## src/hdl/sled_pkg.sv

```systemverilog
// Shared types and constants for the serial line editor with tokenizer.
// Used by sled_ctrl, sled_dp and serial_line_editor_tokenizer_top; depends on nothing.
`default_nettype none

package sled_pkg;

   localparam int LINE_MAX   = 64;
   localparam int ARG_MAX    = 8;
   localparam int CHAR_W     = 8;
   localparam int LINE_IDX_W = $clog2(LINE_MAX);
   localparam int ARG_IDX_W  = $clog2(ARG_MAX);
   localparam int ARGC_W     = $clog2(ARG_MAX + 1);

   localparam logic [CHAR_W-1:0] CH_BEL      = 8'd7;
   localparam logic [CHAR_W-1:0] CH_BS       = 8'd8;
   localparam logic [CHAR_W-1:0] CH_LF       = 8'd10;
   localparam logic [CHAR_W-1:0] CH_CR       = 8'd13;
   localparam logic [CHAR_W-1:0] CH_SP       = 8'd32;
   localparam logic [CHAR_W-1:0] CH_DEL      = 8'd127;
   localparam logic [CHAR_W-1:0] CH_PRINT_LO = 8'd32;
   localparam logic [CHAR_W-1:0] CH_PRINT_HI = 8'd126;

   // Highest cursor value; a printable byte is stored only below it.
   localparam logic [LINE_IDX_W-1:0] CURSOR_LIMIT = LINE_IDX_W'(LINE_MAX - 2);
   localparam logic [ARGC_W-1:0]     ARGC_LIMIT   = ARGC_W'(ARG_MAX);

   typedef enum logic [1:0] {
      CLS_PRINT = 2'd0,
      CLS_ERASE = 2'd1,
      CLS_EOL   = 2'd2,
      CLS_OTHER = 2'd3
   } char_class_type;

   typedef enum logic [2:0] {
      OUT_CHAR = 3'd0,
      OUT_BS   = 3'd1,
      OUT_SP   = 3'd2,
      OUT_CR   = 3'd3,
      OUT_LF   = 3'd4,
      OUT_BEL  = 3'd5,
      OUT_ARG  = 3'd6
   } out_sel_type;

   typedef struct packed {
      logic        take_char;
      logic        store_char;
      logic        cursor_inc;
      logic        cursor_dec;
      logic        scan_init;
      logic        scan_step;
      logic        emit_init;
      logic        emit_next;
      logic        out_load;
      out_sel_type out_sel;
      logic        out_last;
      logic        out_done;
   } sled_cmd_type;

   typedef struct packed {
      char_class_type cls;
      logic           slot_free;
      logic           scan_done;
      logic           argc_zero;
      logic           emit_last;
   } sled_status_type;

endpackage

`default_nettype wire

```

## src/hdl/serial_line_editor_tokenizer_top.sv

```systemverilog
// Serial line editor with tokenizer, top level.
// A request is latched from the idle state, and its first result is loaded in the decode state
// once the output register is free. A new byte is taken only from idle; a line end first walks
// the buffer up to the cursor, and output stalls hold each result in the output register.
// Reset clears the cursor, the controller and the result valid flag; the buffer is not cleared.
// Instantiates sled_ctrl and sled_dp; uses sled_pkg.
`default_nettype none

module serial_line_editor_tokenizer_top (
   input  wire        clock,
   input  wire        reset,
   input  wire        req_valid,
   output logic       req_stall,
   input  wire  [7:0] req_rx_char,
   output logic       rsp_valid,
   input  wire        rsp_stall,
   output logic       rsp_echo_valid,
   output logic [7:0] rsp_echo_char,
   output logic       rsp_arg_valid,
   output logic [2:0] rsp_arg_index,
   output logic [5:0] rsp_arg_start,
   output logic [5:0] rsp_arg_length,
   output logic       rsp_line_done,
   output logic [3:0] rsp_arg_count,
   output logic       rsp_parse_fail,
   output logic       rsp_last
);

   // The controller decides what each cycle does and keeps only its state register;
   // the datapath holds all of the other storage. They talk only through these two structs.
   sled_pkg::sled_cmd_type    cmd;
   sled_pkg::sled_status_type status;

   // The controller takes one request at a time from its idle state. A request
   // is latched at once, so a result still waiting in the output register does
   // not keep the next request from being taken.
   sled_ctrl u_ctrl (
      .clock     (clock),
      .reset     (reset),
      .req_valid (req_valid),
      .req_stall (req_stall),
      .status    (status),
      .cmd       (cmd)
   );

   // The datapath stores printable bytes in the line buffer, walks the buffer
   // up to the cursor at a line end to split it at spaces, and keeps a small
   // table of argument starts and lengths that is read back one entry per
   // result after the line feed echo.
   sled_dp u_dp (
      .clock          (clock),
      .reset          (reset),
      .req_rx_char    (req_rx_char),
      .rsp_stall      (rsp_stall),
      .cmd            (cmd),
      .status         (status),
      .rsp_valid      (rsp_valid),
      .rsp_echo_valid (rsp_echo_valid),
      .rsp_echo_char  (rsp_echo_char),
      .rsp_arg_valid  (rsp_arg_valid),
      .rsp_arg_index  (rsp_arg_index),
      .rsp_arg_start  (rsp_arg_start),
      .rsp_arg_length (rsp_arg_length),
      .rsp_line_done  (rsp_line_done),
      .rsp_arg_count  (rsp_arg_count),
      .rsp_parse_fail (rsp_parse_fail),
      .rsp_last       (rsp_last)
   );

endmodule

`default_nettype wire

```

## src/hdl/sled_ctrl.sv

```systemverilog
// Control state machine of the serial line editor.
// Sequences echo, line scan and argument reporting; uses sled_pkg.
`default_nettype none

module sled_ctrl (
   input  wire                       clock,
   input  wire                       reset,
   input  wire                       req_valid,
   output logic                      req_stall,
   input  sled_pkg::sled_status_type status,
   output sled_pkg::sled_cmd_type    cmd
);

   typedef enum logic [6:0] {
      S_IDLE   = 7'b0000001,
      S_DECODE = 7'b0000010,
      S_SP     = 7'b0000100,
      S_BS2    = 7'b0001000,
      S_SCAN   = 7'b0010000,
      S_LF     = 7'b0100000,
      S_EMIT   = 7'b1000000
   } state_type;

   state_type state_ff;
   state_type state_in;

   always_comb begin
      state_in  = state_ff;
      cmd       = '0;
      req_stall = (state_ff != S_IDLE);
      case (state_ff)
         S_IDLE: begin
            if (req_valid) begin
               cmd.take_char = 1'b1;
               state_in      = S_DECODE;
            end
         end
         S_DECODE: begin
            if (status.slot_free) begin
               cmd.out_load = 1'b1;
               case (status.cls)
                  sled_pkg::CLS_PRINT: begin
                     cmd.out_sel    = sled_pkg::OUT_CHAR;
                     cmd.out_last   = 1'b1;
                     cmd.store_char = 1'b1;
                     cmd.cursor_inc = 1'b1;
                     state_in       = S_IDLE;
                  end
                  sled_pkg::CLS_ERASE: begin
                     cmd.out_sel = sled_pkg::OUT_BS;
                     state_in    = S_SP;
                  end
                  sled_pkg::CLS_EOL: begin
                     cmd.out_sel   = sled_pkg::OUT_CR;
                     cmd.scan_init = 1'b1;
                     state_in      = S_SCAN;
                  end
                  default: begin
                     cmd.out_sel  = sled_pkg::OUT_BEL;
                     cmd.out_last = 1'b1;
                     state_in     = S_IDLE;
                  end
               endcase
            end
         end
         S_SP: begin
            if (status.slot_free) begin
               cmd.out_load = 1'b1;
               cmd.out_sel  = sled_pkg::OUT_SP;
               state_in     = S_BS2;
            end
         end
         S_BS2: begin
            if (status.slot_free) begin
               cmd.out_load   = 1'b1;
               cmd.out_sel    = sled_pkg::OUT_BS;
               cmd.out_last   = 1'b1;
               cmd.cursor_dec = 1'b1;
               state_in       = S_IDLE;
            end
         end
         S_SCAN: begin
            cmd.scan_step = 1'b1;
            if (status.scan_done) begin
               state_in = S_LF;
            end
         end
         S_LF: begin
            if (status.slot_free) begin
               cmd.out_load  = 1'b1;
               cmd.out_sel   = sled_pkg::OUT_LF;
               cmd.out_last  = status.argc_zero;
               cmd.out_done  = status.argc_zero;
               cmd.emit_init = 1'b1;
               state_in      = status.argc_zero ? S_IDLE : S_EMIT;
            end
         end
         S_EMIT: begin
            if (status.slot_free) begin
               cmd.out_load  = 1'b1;
               cmd.out_sel   = sled_pkg::OUT_ARG;
               cmd.out_last  = status.emit_last;
               cmd.out_done  = status.emit_last;
               cmd.emit_next = 1'b1;
               if (status.emit_last) begin
                  state_in = S_IDLE;
               end
            end
         end
         default: begin
            state_in = S_IDLE;
         end
      endcase
   end

   always_ff @(posedge clock) begin
      if (reset) begin
         state_ff <= S_IDLE;
      end else begin
         state_ff <= state_in;
      end
   end

   // A request is taken only from idle, and decoding always follows it.
   assert property (@(posedge clock) disable iff (reset)
      (state_ff == S_IDLE && req_valid) |=> (state_ff == S_DECODE))
      else $error("request taken without moving to decode");

   // A result is never pushed into an output register that is still held.
   assert property (@(posedge clock) disable iff (reset)
      cmd.out_load |-> status.slot_free)
      else $error("result loaded over a stalled result");

   // Exactly one state bit is set at all times once out of reset.
   assert property (@(posedge clock) disable iff (reset)
      $onehot(state_ff))
      else $error("state register is not one-hot");

endmodule

`default_nettype wire

```

## src/hdl/sled_dp.sv

```systemverilog
// Datapath of the serial line editor: line buffer, cursor, scan, argument table, result register.
// Driven by sled_ctrl through command and status structs; uses sled_pkg.
`default_nettype none

module sled_dp (
   input  wire                               clock,
   input  wire                               reset,
   input  wire  [sled_pkg::CHAR_W-1:0]       req_rx_char,
   input  wire                               rsp_stall,
   input  sled_pkg::sled_cmd_type            cmd,
   output sled_pkg::sled_status_type         status,
   output logic                              rsp_valid,
   output logic                              rsp_echo_valid,
   output logic [7:0]                        rsp_echo_char,
   output logic                              rsp_arg_valid,
   output logic [2:0]                        rsp_arg_index,
   output logic [5:0]                        rsp_arg_start,
   output logic [5:0]                        rsp_arg_length,
   output logic                              rsp_line_done,
   output logic [3:0]                        rsp_arg_count,
   output logic                              rsp_parse_fail,
   output logic                              rsp_last
);

   localparam int LW = sled_pkg::LINE_IDX_W;
   localparam int AW = sled_pkg::ARG_IDX_W;
   localparam int CW = sled_pkg::ARGC_W;

   logic [sled_pkg::CHAR_W-1:0] line_mem [sled_pkg::LINE_MAX];
   logic [sled_pkg::CHAR_W-1:0] rd_data_ff;
   logic [sled_pkg::CHAR_W-1:0] char_ff;

   logic [LW-1:0] cursor_ff;
   logic [LW-1:0] len_ff;
   logic [LW-1:0] idx_ff;
   logic [LW-1:0] pos_ff;
   logic          pend_ff;
   logic          delim_ff;
   logic          fail_ff;
   logic [CW-1:0] argc_ff;
   logic [CW-1:0] argc_m1;
   logic [LW-1:0] cur_len_ff;
   logic [CW-1:0] emit_k_ff;

   logic [LW-1:0] tab_start [sled_pkg::ARG_MAX];
   logic [LW-1:0] tab_len   [sled_pkg::ARG_MAX];

   sled_pkg::char_class_type cls_sel;

   logic          is_space;
   logic          arg_open;
   logic          arg_over;
   logic          arg_grow;
   logic [AW-1:0] tab_wr_idx;
   logic          issue;

   logic          rsp_valid_ff;
   logic          rsp_valid_in;
   logic          echo_valid_ff;
   logic [7:0]    echo_char_ff;
   logic          arg_valid_ff;
   logic [2:0]    arg_index_ff;
   logic [5:0]    arg_start_ff;
   logic [5:0]    arg_length_ff;
   logic          line_done_ff;
   logic [3:0]    arg_count_ff;
   logic          parse_fail_ff;
   logic          last_ff;

   // Byte classification against the current cursor.
   always_comb begin
      if (char_ff >= sled_pkg::CH_PRINT_LO && char_ff <= sled_pkg::CH_PRINT_HI &&
          cursor_ff < sled_pkg::CURSOR_LIMIT) begin
         cls_sel = sled_pkg::CLS_PRINT;
      end else if ((char_ff == sled_pkg::CH_BS || char_ff == sled_pkg::CH_DEL) &&
                   cursor_ff != '0) begin
         cls_sel = sled_pkg::CLS_ERASE;
      end else if (char_ff == sled_pkg::CH_LF || char_ff == sled_pkg::CH_CR) begin
         cls_sel = sled_pkg::CLS_EOL;
      end else begin
         cls_sel = sled_pkg::CLS_OTHER;
      end
   end

   assign argc_m1 = argc_ff - CW'(1);
   assign status  = {cls_sel,
                     !rsp_valid_ff || !rsp_stall,
                     (idx_ff == len_ff) && !pend_ff,
                     (argc_ff == '0),
                     (emit_k_ff == argc_m1)};

   // Tokenizer step on the byte read in the previous cycle.
   assign is_space   = (rd_data_ff == sled_pkg::CH_SP);
   assign arg_open   = pend_ff && !is_space && delim_ff && (argc_ff < sled_pkg::ARGC_LIMIT);
   assign arg_over   = pend_ff && !is_space && delim_ff && !(argc_ff < sled_pkg::ARGC_LIMIT);
   assign arg_grow   = pend_ff && !is_space && !delim_ff;
   assign tab_wr_idx = arg_open ? argc_ff[AW-1:0] : argc_m1[AW-1:0];
   assign issue      = cmd.scan_step && (idx_ff != len_ff);

   // Line buffer with a registered read port.
   always_ff @(posedge clock) begin
      if (cmd.store_char) begin
         line_mem[cursor_ff] <= char_ff;
      end
      rd_data_ff <= line_mem[idx_ff];
   end

   always_ff @(posedge clock) begin
      if (cmd.take_char) begin
         char_ff <= req_rx_char;
      end
      if (cmd.scan_init) begin
         len_ff <= cursor_ff;
      end
      if (issue) begin
         pos_ff <= idx_ff;
      end
      if (arg_open) begin
         tab_start[tab_wr_idx] <= pos_ff;
      end
      if (arg_open || arg_grow) begin
         tab_len[tab_wr_idx] <= arg_open ? LW'(1) : cur_len_ff + LW'(1);
         cur_len_ff          <= arg_open ? LW'(1) : cur_len_ff + LW'(1);
      end
   end

   always_ff @(posedge clock) begin
      if (reset) begin
         cursor_ff <= '0;
         idx_ff    <= '0;
         pend_ff   <= 1'b0;
         delim_ff  <= 1'b1;
         fail_ff   <= 1'b0;
         argc_ff   <= '0;
         emit_k_ff <= '0;
      end else begin
         if (cmd.cursor_inc) begin
            cursor_ff <= cursor_ff + LW'(1);
         end else if (cmd.cursor_dec) begin
            cursor_ff <= cursor_ff - LW'(1);
         end else if (cmd.scan_init) begin
            cursor_ff <= '0;
         end
         if (cmd.scan_init) begin
            idx_ff   <= '0;
            pend_ff  <= 1'b0;
            delim_ff <= 1'b1;
            fail_ff  <= 1'b0;
            argc_ff  <= '0;
         end else begin
            pend_ff <= issue;
            if (issue) begin
               idx_ff <= idx_ff + LW'(1);
            end
            if (pend_ff && is_space) begin
               delim_ff <= 1'b1;
            end else if (arg_open) begin
               delim_ff <= 1'b0;
               argc_ff  <= argc_ff + CW'(1);
            end
            if (arg_over) begin
               fail_ff <= 1'b1;
            end
         end
         if (cmd.emit_init) begin
            emit_k_ff <= '0;
         end else if (cmd.emit_next) begin
            emit_k_ff <= emit_k_ff + CW'(1);
         end
      end
   end

   // Result register.
   assign rsp_valid_in = cmd.out_load ? 1'b1 : (rsp_stall ? rsp_valid_ff : 1'b0);

   always_ff @(posedge clock) begin
      if (reset) begin
         rsp_valid_ff <= 1'b0;
      end else begin
         rsp_valid_ff <= rsp_valid_in;
      end
   end

   always_ff @(posedge clock) begin
      if (cmd.out_load) begin
         echo_valid_ff <= 1'b1;
         arg_valid_ff  <= 1'b0;
         arg_index_ff  <= '0;
         arg_start_ff  <= '0;
         arg_length_ff <= '0;
         line_done_ff  <= cmd.out_done;
         arg_count_ff  <= cmd.out_done ? argc_ff : '0;
         parse_fail_ff <= cmd.out_done && fail_ff;
         last_ff       <= cmd.out_last;
         case (cmd.out_sel)
            sled_pkg::OUT_CHAR: echo_char_ff <= char_ff;
            sled_pkg::OUT_BS:   echo_char_ff <= sled_pkg::CH_BS;
            sled_pkg::OUT_SP:   echo_char_ff <= sled_pkg::CH_SP;
            sled_pkg::OUT_CR:   echo_char_ff <= sled_pkg::CH_CR;
            sled_pkg::OUT_LF:   echo_char_ff <= sled_pkg::CH_LF;
            sled_pkg::OUT_ARG: begin
               echo_valid_ff <= 1'b0;
               echo_char_ff  <= '0;
               arg_valid_ff  <= 1'b1;
               arg_index_ff  <= emit_k_ff[AW-1:0];
               arg_start_ff  <= tab_start[emit_k_ff[AW-1:0]];
               arg_length_ff <= tab_len[emit_k_ff[AW-1:0]];
            end
            default:            echo_char_ff <= sled_pkg::CH_BEL;
         endcase
      end
   end

   assign rsp_valid      = rsp_valid_ff;
   assign rsp_echo_valid = echo_valid_ff;
   assign rsp_echo_char  = echo_char_ff;
   assign rsp_arg_valid  = arg_valid_ff;
   assign rsp_arg_index  = arg_index_ff;
   assign rsp_arg_start  = arg_start_ff;
   assign rsp_arg_length = arg_length_ff;
   assign rsp_line_done  = line_done_ff;
   assign rsp_arg_count  = arg_count_ff;
   assign rsp_parse_fail = parse_fail_ff;
   assign rsp_last       = last_ff;

   assert property (@(posedge clock) disable iff (reset)
      cursor_ff <= sled_pkg::CURSOR_LIMIT)
      else $error("cursor ran past the line limit");

   assert property (@(posedge clock) disable iff (reset)
      fail_ff |-> (argc_ff == sled_pkg::ARGC_LIMIT))
      else $error("overflow flagged before the argument table filled");

   assert property (@(posedge clock) disable iff (reset)
      (rsp_valid_ff && line_done_ff) |-> last_ff)
      else $error("line completion not on the last result");

endmodule

`default_nettype wire

```

## config.mk

```make
export PLATFORM = sky130hd
export DESIGN_NAME = serial_line_editor_tokenizer_top
export DESIGN_NICKNAME = d
export VERILOG_FILES = /design/src/hdl/sled_pkg.sv /design/src/hdl/serial_line_editor_tokenizer_top.sv /design/src/hdl/sled_ctrl.sv /design/src/hdl/sled_dp.sv
export SDC_FILE = /design/constraint.sdc
export NUM_CORES = 1
export LEC_CHECK = 0
export ABC_CLOCK_PERIOD_IN_PS = 4000
export BUFFER_PORTS_ARGS = -buffer_cell sky130_fd_sc_hd__buf_2
export CORE_UTILIZATION = 60
export CTS_CLUSTER_DIAMETER = 60
export DETAILED_ROUTE_END_ITERATION = 10
export PLACE_DENSITY = 0.82
export SYNTH_ARGS = -nofsm -noshare
export SYNTH_HDL_FRONTEND = slang
export SYNTH_HIERARCHICAL = 1
export SYNTH_SLANG_ARGS = --single-unit
```

## constraint.sdc

```tcl
create_clock -name clock -period 4 [get_ports clock]
set_input_delay 0.4 -clock clock [delete_from_list [all_inputs] [get_ports clock]]
set_output_delay 0.4 -clock clock [all_outputs]
set_load 0.01 [all_outputs]
```

==> summary.md <==
| Metric | Value |
|---|---|
| DRT iter0 DRCs | about 1900 |
| Max incr delay on CP | ~0.61 ns |
| Number of endpoints failing setup at the final stage | 0 |
| I/O Buffers | 45 |
| GRT Total Usage | around 27% |
| Internal power | between 10 and 15 mW |
| Ports | 46 |
| Layout net count | roughly 1700 |
| Syn nets | approximately 1600 |
| Crit-path cells | buf_4 > nand2_1 > nor2_1 > a21oi_1 > nor2_1 > nor2_1 > inv_1 > ha_1 > and3_1 > buf_4 > nand3_1 > nor2_1 > buf_4 |
| Initial antenna violation count | 0 |
| Synthesized area | ~28000 um2 |
| Crit path capture type | register |
| Synth warn | 6 |
| Status | finished clean |
| Relative slew slack | between 20% and 30% |
| Most frequent cell after synthesis | edfxtp_1 |
| Seq pwr share | between 50% and 60% |
| Sink Count | between 700 and 800 |
| Clock transition at the registers of the reported paths | about 0.06 ns |
| Critical path arrival | 3.88 ns |
| DRC viols | 0 |
| Tmin final | between 3 and 4 ns |
| Layout cells sized above 1 | a little over a fifth |
| Max-cap violations | 0 |
| Area share of and/or/nand/nor cells after synthesis | roughly 5.5% |
| Synth unique cells | 68 |
| Synth top area share | around 71% |
| Post-Route Skew | a little over 0.03 ns |
| RSZ-0062 raised after global routing | no |
| Buf/Inv on CP | 4 |
| Fillers | around 2800 |
| #FFs+latches synth | 705 |
| Synth Area in Adders | less than 1% |
| Core area | 46500 um2 |
| Crit Path Class | register to register |
| Vias | ~15000 |
| Max IR drop VDD | around 0.35 mV |
| Place WS | a little under 0.5 ns |
| Top cells by area, synth | edfxtp_1 71%, mux4_2 8.5%, mux2i_1 4.1%, dfxtp_1 2.8%, nor2_1 2.1% |
| Seq/Total Area, Yosys | about three quarters |
| Startpoint types | register |
| Worst slew pin tran | 1.14 ns |
| CTS tree | built |
| Post-synth EDFFs | 666 |
| Die Wd | ~220 um |
| Required @ worst endpoint | 4.29 ns |
| Clock buffer depth | 3 |
| Final Hold Violating Endpoints | 0 |
| Antenna Violating Nets Remaining | 0 |
| Mux contribution to synthesized area | between 10% and 20% |
| GR Layer Usage met1 | 35.4% |
| Critical-path top delay cell | nand3_1 |
| Largest net degree at the start of global routing | 65 |
| Die height | 219 um |
| Power per cell area | 467 nW/um2 |
| CP delay by family, top | simple AND/OR/NAND/NOR gates |
| Final wirelength | 62300 um |
| Average wire per standard cell | around 26 um |
| Syn Inst Count | 1566 |
| Area grow syn2layout | 12.7% |
| Clock Root Buffer | clkbuf_16 |
| Initial core utilization | 60.6% |
| M2 GR Usage | between 40% and 50% |
| Clk_lat worst skew | around 0.60 ns |
| Average size of a mapped cell | roughly 18 um2 |
| Hpwl dp | 38500 um |
| Vias per inst | 6.47 |
| Psw | 2.97 mW |
| Vias in the first global route | approximately 16000 |
| Worst Hold Class | primary input to register |
| Compound-Gate Fraction of Synth Area | about 4.2% |
| Most used DFF post-synth | edfxtp_1 |
| Cell taking the most area after synthesis | edfxtp_1 |
| CTS H-Tree Depth | 3 |
| Max Freq | between 200 and 300 MHz |
| Final Worst Setup Slack | 0.407 ns |
| GR peak layer | met2 |
| Max Transition Viols Final | 0 |
| Setup total negative slack | 0 ns |
| Cts repair resizes | 0 |
| Area taken by multi-input logic gates | between 6000 and 7000 um2 |
| Worst Path Max Fanout | 53 |
| Met3 Resource Use GR | 5.59% |
| Gpl congestion | ~0.9 |
| Post-synthesis async set-or-reset flop share | 0% |
| Most used cell, CP | nor2_1 |
| Period utilisation layout | about nine tenths |
| Leakage | 9.96 nW |
| Comb pwr share | under 10% |
| Commonest cells post-synth | 666 x edfxtp_1, 160 x nor2_1, 114 x mux2i_1, 106 x mux4_2, 43 x nand2_1 |
| Main combinational cell family by area after synthesis | multiplexers |
| Row count | 79 |
| Total gr overflow | 0 |
| Clock network fraction of design power | around two fifths |
| Total CTS buffers | just under 70 |
| N_diodes | 0 |
| Sw Ratio | roughly 20% |
| Die area | roughly 48000 um2 |
| Reg area | 20800 um2 |
| Post-Synth XOR/XNOR Area | 0.777% |
| Drt pass-1 iters | 6 |
| First-pass GRT wire length | about 95000 um |
routing by layer:
metal	vias up	share of wire [%]
met4	0	5.0
met3	221	9.2
met5	-	0
met2	929	49
met1	7634	37
li1	6558	-
registers in the layout (all words and copies together), names as in the netlist, 7 cells and up:
register            cells
u_dp/line_mem         512
u_dp/char_ff            8
u_ctrl/state_ff         7
u_dp/tab_start         48
u_dp/rd_data_ff         8
u_dp/rsp_echo_char      8
u_dp/tab_len           48
cell usage in the layout (no fill, tap or decap), types with 8 or more instances in the layout:
master,Yosys,layout
xnor2_1,12,12
a221oi_1,13,13
ha_1,13,13
nor4_1,9,9
a2111oi_0,17,17
buf_2,19,45
dlygate4sd3_1,0,8
clkbuf_16,0,71
and3_1,10,10
nor3_1,17,17
xor2_1,13,13
o221ai_1,11,11
clkbuf_1,42,18
nor2b_1,11,11
a211oi_1,18,18
a21oi_1,27,27
mux2i_1,114,114
inv_1,14,14
o22ai_1,16,16
a22o_1,8,8
and2_1,14,14
o21ai_0,22,22
mux4_2,106,106
nand2_1,43,43
nand2b_1,8,8
clkinv_1,1,15
dfxtp_1,39,34
buf_4,14,113
edfxtp_1,666,666
nor2_1,160,160
nand3_1,14,14
worst reg2reg max path, cell delays in order, from the launching register on:
cell      delay [ns]
edfxtp_1        0.40
buf_4           0.53
nand2_1         0.14
nor2_1          0.11
a21oi_1         0.05
nor2_1          0.11
nor2_1          0.08
inv_1           0.12
ha_1            0.14
and3_1          0.19
buf_4           0.23
nand3_1         0.61
nor2_1          0.35
buf_4           0.22
power by group through the flow:
stage                     Clock, mW  Sequential (mW)  Combinational [mW]
final                          6.16             8.23               0.434
after global routing           6.49             8.23               0.460
after CTS                      6.23             8.23               0.426
after detailed placement          0             8.39               0.419
after global placement            0             8.38               0.401
after floorplan                   0             8.47               0.134
area by class of cell:
class	count	area share, %
Tap cell	607	2.39
Timing Repair Buffer	168	3.76
Sequential cell	705	65.5
Clock inverter	28	0.741
Clock buffer	92	5.94
Inverter	15	0.177
Multi-Input combinational cell	755	21.5
stage by stage:
stage / instances / hold WS, ns / cell area (um2) / power [mW] / util, %
finish: 2370 / 0.0790 / 31700 / 14.8 / 68.3
global placement: 2242 / 0.453 / 29500 / 8.79 / 63.6
CTS: 2369 / 0.00338 / 31700 / 14.9 / 68.3
detailed placement: 2242 / 0.500 / 29500 / 8.81 / 63.6
global route: 2370 / 0.0679 / 31700 / 15.2 / 68.3
floorplan: 1566 / 0.403 / 28200 / 8.61 / -
final timing paths:
check             startpoint              endpoint  slack (ns)  depth (start not counted)
max          u_dp/char_ff[2]  u_dp/line_mem[60][5]        0.41                         13
min                rsp_stall        u_dp/rsp_valid        0.08                          3
max reg2reg  u_dp/char_ff[2]  u_dp/line_mem[60][5]        0.41                         13
min reg2reg     u_dp/pend_ff         u_dp/delim_ff        0.50                          2
cells by family (layout without fill, tap and decap cells):
| logic type | count (synthesis) | in the layout |
|---|---|---|
| simple gates | 323 | 323 |
| buf+inv | 106 | 303 |
| mux | 230 | 230 |
| xor+xnor | 25 | 25 |
| fa+ha+maj | 13 | 13 |
| compound gates | 164 | 164 |
| flops | 705 | 705 |
timing repair:
item	4_1_cts	5_1_grt
endpoints found under the hold margin	7	1
setup buffers	0	0
hold buffers	7	1
Power figures use the tool's default switching activity.
